### src/rtl/dklru_pkg.sv
// shared types and constants for the dual key lru directory cache
// no dependencies
`default_nettype none
package dklru_pkg;

  localparam int SLOTS_DEF       = 32;
  localparam int HANDLE_BITS_DEF = 32;
  localparam int COUNT_BITS_DEF  = 16;

  localparam int CMD_W   = 3;
  localparam int KEY_W   = 64;
  localparam int FH_W    = 32;
  localparam int FC_W    = 16;
  localparam int SIDX_W  = 5;

  localparam logic [CMD_W-1:0] OP_GET_PATH = 3'd0;
  localparam logic [CMD_W-1:0] OP_GET_HNDL = 3'd1;
  localparam logic [CMD_W-1:0] OP_INV_PATH = 3'd2;
  localparam logic [CMD_W-1:0] OP_INV_HNDL = 3'd3;
  localparam logic [CMD_W-1:0] OP_FLUSH    = 3'd4;

  typedef struct packed {
    logic load;
    logic issue;
    logic commit;
  } ctl_cmd_t;

  typedef struct packed {
    logic scan_last;
  } ctl_stat_t;

endpackage
`default_nettype wire

### src/rtl/dklru_ctrl.sv
// request sequencer: accept, slot scan, commit, result hand-off
// depends on dklru_pkg
`default_nettype none
module dklru_ctrl import dklru_pkg::*; (
  input  wire logic             clk,
  input  wire logic             rst,
  input  wire logic             in_valid,
  output logic                  in_ready,
  input  wire logic [CMD_W-1:0] cmd,
  output logic                  out_valid,
  input  wire logic             out_ready,
  output ctl_cmd_t              ctl,
  input  wire ctl_stat_t        stat
);

  localparam logic [2:0] ST_IDLE  = 3'd0;
  localparam logic [2:0] ST_SCAN  = 3'd1;
  localparam logic [2:0] ST_DRAIN = 3'd2;
  localparam logic [2:0] ST_WRITE = 3'd3;
  localparam logic [2:0] ST_OUT   = 3'd4;

  logic [2:0] state, state_next;
  logic       needs_scan;

  assign needs_scan = (cmd == OP_GET_PATH) || (cmd == OP_GET_HNDL) ||
                      (cmd == OP_INV_PATH) || (cmd == OP_INV_HNDL);

  always_comb begin
    state_next = state;
    ctl        = '0;
    in_ready   = 1'b0;
    out_valid  = 1'b0;
    unique case (state)
      ST_IDLE: begin
        in_ready = 1'b1;
        if (in_valid) begin
          ctl.load   = 1'b1;
          state_next = needs_scan ? ST_SCAN : ST_WRITE;
        end
      end
      ST_SCAN: begin
        ctl.issue = 1'b1;
        if (stat.scan_last) state_next = ST_DRAIN;
      end
      ST_DRAIN: state_next = ST_WRITE;
      ST_WRITE: begin
        ctl.commit = 1'b1;
        state_next = ST_OUT;
      end
      ST_OUT: begin
        out_valid = 1'b1;
        if (out_ready) state_next = ST_IDLE;
      end
      default: state_next = ST_IDLE;
    endcase
  end

  always_ff @(posedge clk) begin
    if (rst) state <= ST_IDLE;
    else     state <= state_next;
  end

endmodule
`default_nettype wire

### config.mk
export PLATFORM = sky130hd
export DESIGN_NAME = dklru_ctrl
export DESIGN_NICKNAME = d
export VERILOG_FILES = /design/src/rtl/dklru_pkg.sv /design/src/rtl/dklru_ctrl.sv
export SDC_FILE = /design/constraint.sdc
export NUM_CORES = 1
export LEC_CHECK = 0
export ABC_CLOCK_PERIOD_IN_PS = 1700
export BUFFER_PORTS_ARGS = -buffer_cell sky130_fd_sc_hd__buf_2
export CAP_MARGIN = 5
export CORE_AREA = 4 4 41 43
export CTS_BUF_LIST = sky130_fd_sc_hd__clkbuf_4
export CTS_CLUSTER_SIZE = 25
export DETAILED_ROUTE_END_ITERATION = 10
export DIE_AREA = 0 0 45 47
export GPL_TIMING_DRIVEN = 0
export PLACE_DENSITY_LB_ADDON = 0.1
export REMOVE_ABC_BUFFERS = 1
export SLEW_MARGIN = 20
export SYNTH_ARGS = -nofsm -noshare
export SYNTH_HDL_FRONTEND = slang
export SYNTH_SLANG_ARGS = --single-unit
### constraint.sdc
create_clock -name clk -period 1.7 [get_ports clk]
set_clock_uncertainty 0.2 [all_clocks]
set_input_delay 0.085 -clock clk [delete_from_list [all_inputs] [get_ports clk]]
set_output_delay 0.085 -clock clk [all_outputs]
set_load 0.01 [all_outputs]
# Word-level counts from Yosys, hierarchy flattened
# Index checks and enable logic that the tools add are counted.
[op_classes]
reduce_logical = 6
n_mul = 0
eq_ne = 10
addsub = 0
bitwise = 0
shift = 0
n_mux = 11
magnitude_cmp = 0
div_mod_pow = 0
[op_table]
columns = ["op", "n"]
rows = [
  ["one-hot mux 3 bit (5 select lines)", 1],
  ["equality test 3 x 2 -> 1 bit (second input constant)", 4],
  ["2-to-1 mux 3 bit", 3],
  ["equality test 3 x 1 -> 1 bit (second input constant)", 2],
  ["zero test 3 bit", 2],
  ["2-to-1 mux 1 bit", 6],
  ["!= test 2 bit (second input constant)", 3],
  ["equality test 3 bit (second input constant)", 1],
  ["logical OR 1 bit", 3],
  ["AND reduction 3 bit", 1],
  ["2-to-1 mux 2 bit", 1],
]
[totals]
out_inout_bits = 5
inputBits = 8
mem_bits_ro = 0
wordCells = 28
memories = 0
ff_bits = 3
ram_bits = 0
latchBits = 0

# Depth between registers and ports, before layout
[logic_depth]
word_depth = 7
mapped_depth = 4
mapped_depth_nobuf = 3

# Least setup slack after synthesis
# OpenSTA, ideal clock, no wires.
[synth_path]
path_type = "register to output"
from = "reg state[0]"
to = "out ctl[2] in the netlist's numbering"
path_stages_with_launch = 4
slack_ns = 0.400
t_required_ns = 1.415
t_arrival_ns = 1.015
path_cell_list = "dfxtp_1 > buf_6 > nor3_1 > and2_1"
[synth_rtl]
columns = ["element", "line", "text"]
rows = [
  ["start: declaration", "dklru_ctrl.sv:22", "logic [2:0] state, state_next;"],
  ["start signal: assignment", "dklru_ctrl.sv:60", "else state <= state_next;"],
  ["end: declaration", "dklru_ctrl.sv:12", "output ctl_cmd_t ctl,"],
]

==> impl_metrics.yaml <==
outcome:
  status: "completed"
drt:
  num_vias: 235
  postRouteAntennaNets: 0
  wirelength_um: 554
  via_per_inst: 4.43
  drtPass1Iterations: 1
  wl_per_cell_um: 10.5
  drc: 0
  drt_iter0_drc: 0
job:
  cap_violations: 0
yosys:
  ys_seq_elements: 3
  synth.yosys.seq_area_share: 0.244
  synth_warnings: 0
  syn_inst: 26
  synth_area_um2: 246
  synth.distinct_cells: 17
  avgSynthCellArea_um2: 9.48
final_layout:
  design_area_um2: 337
  final_common_cell: "buf_2"
  final_cell_mix: "buf_2 (10), clkbuf_4 (4), dfxtp_1 (3)"
  final_util: 0.259
  final_cells: 53
  nets: 47
  top_regs: "state: 3 flops"
  drive_gt1_frac: 0.500
  largest_reg_flops: 3
  num_antenna_cells: 0
  areaGrowthSynthToFinish_pct: 36.5
  top_register: "state"
floorplanning:
  die_area_um2: 2120
  io_pins: 13
  fp.dieW_um: 45
  die_h_um: 47
  core_area_um2: 1300
  rows: 13
  start_util: 0.189
timing:
  slew_headroom: 0.713
  worst_pin_slew_ns: 0.431
  slew_viol_final: 0
  setup_violations: 0
  fin_setup_tns_ns: 0
  period_needed_ns: 1.56
  finalCritPeriodShare: 0.920
  setup_ws_ns: 0.136
  max_freq_mhz: 639
  rsz0062_at_grt: "false"
  hold_ws_ns: 0.0998
  finalHoldViolCount: 0
clock_tree:
  numCtsBuffers: 3
  clock_path_buffers: 2
  cts_tree: "yes"
  cts_sinks: 3
  cts_root_buf: "clkbuf_4"
  htree_num_levels: 1
  clk_latency_ns: 0.23
  clkTransAtPathRegs_ns: 0.04
worst_setup_path:
  crit_type: "reg -> out"
  cpMaxStageDelayCell: "dfxtp_1"
  arrival_ns: 1.28
  path_buf_inv: 1
  path_delay_family: "flip-flops"
  critPathMaxStageDelay_ns: 0.57
  start_kind: "flip-flop"
  worstPathCellList: "nor2b_1 -> and2_1 -> buf_2"
  path_max_fanout: 12
  end_kind: "primary output"
  cp.required_ns: 1.41
placed_design:
  post-place-cells: 47
  placed_area_um2: 287
  io_buffers: 10
  hpwl_um: 425
  place_ws_ns: 0.241
  globalplace.congestion: 0.673
global_routing:
  track_usage: 0.0687
  use_met3: 0.0192
  grt_use_met1: 0.0816
  antenna_found_initial: 0
  grt_max_degree: 13
  globalRoute.totalOverflow: 0
  grt_pass1_vias: 243
  top_usage_layer: "met2"
  grt_pass1_wl_um: 1050
  use_met2: 0.105
pwr:
  power_density_nw_per_um2: 1110
  cellLeakagePower_nw: 0.138
  power_mw: 0.372
  ir_worst_vdd_mv: 0.302
worst_hold_path:
  hold_class: "in -> reg"
-- kinds of logic (layout without fill, tap and decap cells) --
kind of cell           after synthesis  count (layout)  synth area share
AO/OA/AOI/OAI                        6               6             0.244
buffers and inverters                4              16             0.117
flip-flops                           3               3             0.244
AND/OR/NAND/NOR                     13              13             0.396
-- worst reg2reg max path, cell delays in order, from the launching register on --
cell,delay (ns)
dfxtp_1,0.57
nor2b_1,0.11
a2111oi_2,0.38
nor3_2,0.07
-- Yosys cell counts --
cell	number	area [um^2]
o21ba_1	1	10.0
and2_1	2	12.5
dfxtp_1	3	60.1
buf_2	2	10.0
buf_6	1	11.3
nor4b_2	1	15.0
buf_4	1	7.51
a2111oi_2	2	30.0
nor3_1	2	10.0
nor3b_1	2	15.0
nand2b_1	1	6.26
nor3_2	1	10.0
a21oi_1	1	5.00
nor2_1	1	3.75
nor2b_1	2	12.5
nor4_2	1	12.5
a211oi_1	2	15.0
-- final cells by class --
| type | instances | area, um^2 |
|---|---|---|
| fillers | 160 | 965 |
| well taps | 15 | 18.8 |
| repair buffers | 12 | 70.1 |
| flip-flops and latches | 3 | 60.1 |
| multi-input cells | 19 | 158 |
| clock buffers | 4 | 30.0 |
-- metal layers --
metal | vias to the layer above | wire, um | part of all wire
li1 | 120 | - | -
met1 | 109 | 231 | 0.42
met2 | 6 | 281 | 0.51
met3 | 0 | 40 | 0.072
met4 | 0 | 0 | 0
met5 | - | 0 | 0
-- path summary, 6_finish.rpt --
| path | startpoint | end | slack, ns | cells past startpoint |
|---|---|---|---|---|
| setup / recovery | state[0]$_SDFFE_PP0P_ | ctl[0] | 0.14 | 3 |
| hold / removal | in_valid | state[0]$_SDFFE_PP0P_ | 0.1 | 4 |
| setup reg to reg | state[0]$_SDFFE_PP0P_ | state[2]$_SDFFE_PP0P_ | 0.25 | 3 |
| hold reg to reg | state[2]$_SDFFE_PP0P_ | state[0]$_SDFFE_PP0P_ | 0.45 | 1 |
-- timing repair --
action / 4_1_cts / 5_1_grt
buffers inserted: 0 / 0
hold buffers: 2 / 0
gates resized for setup: 0 / 0
hold endpoints to repair: 3 / 0
-- power breakdown --
part	internal [mW]	total, mW	switching, mW
registers	0.0830	0.120	0.0373
logic	0.0644	0.114	0.0492
clock network	0.104	0.138	0.0344
total	0.251	0.372	0.121
Power figures use the tool's default switching activity.
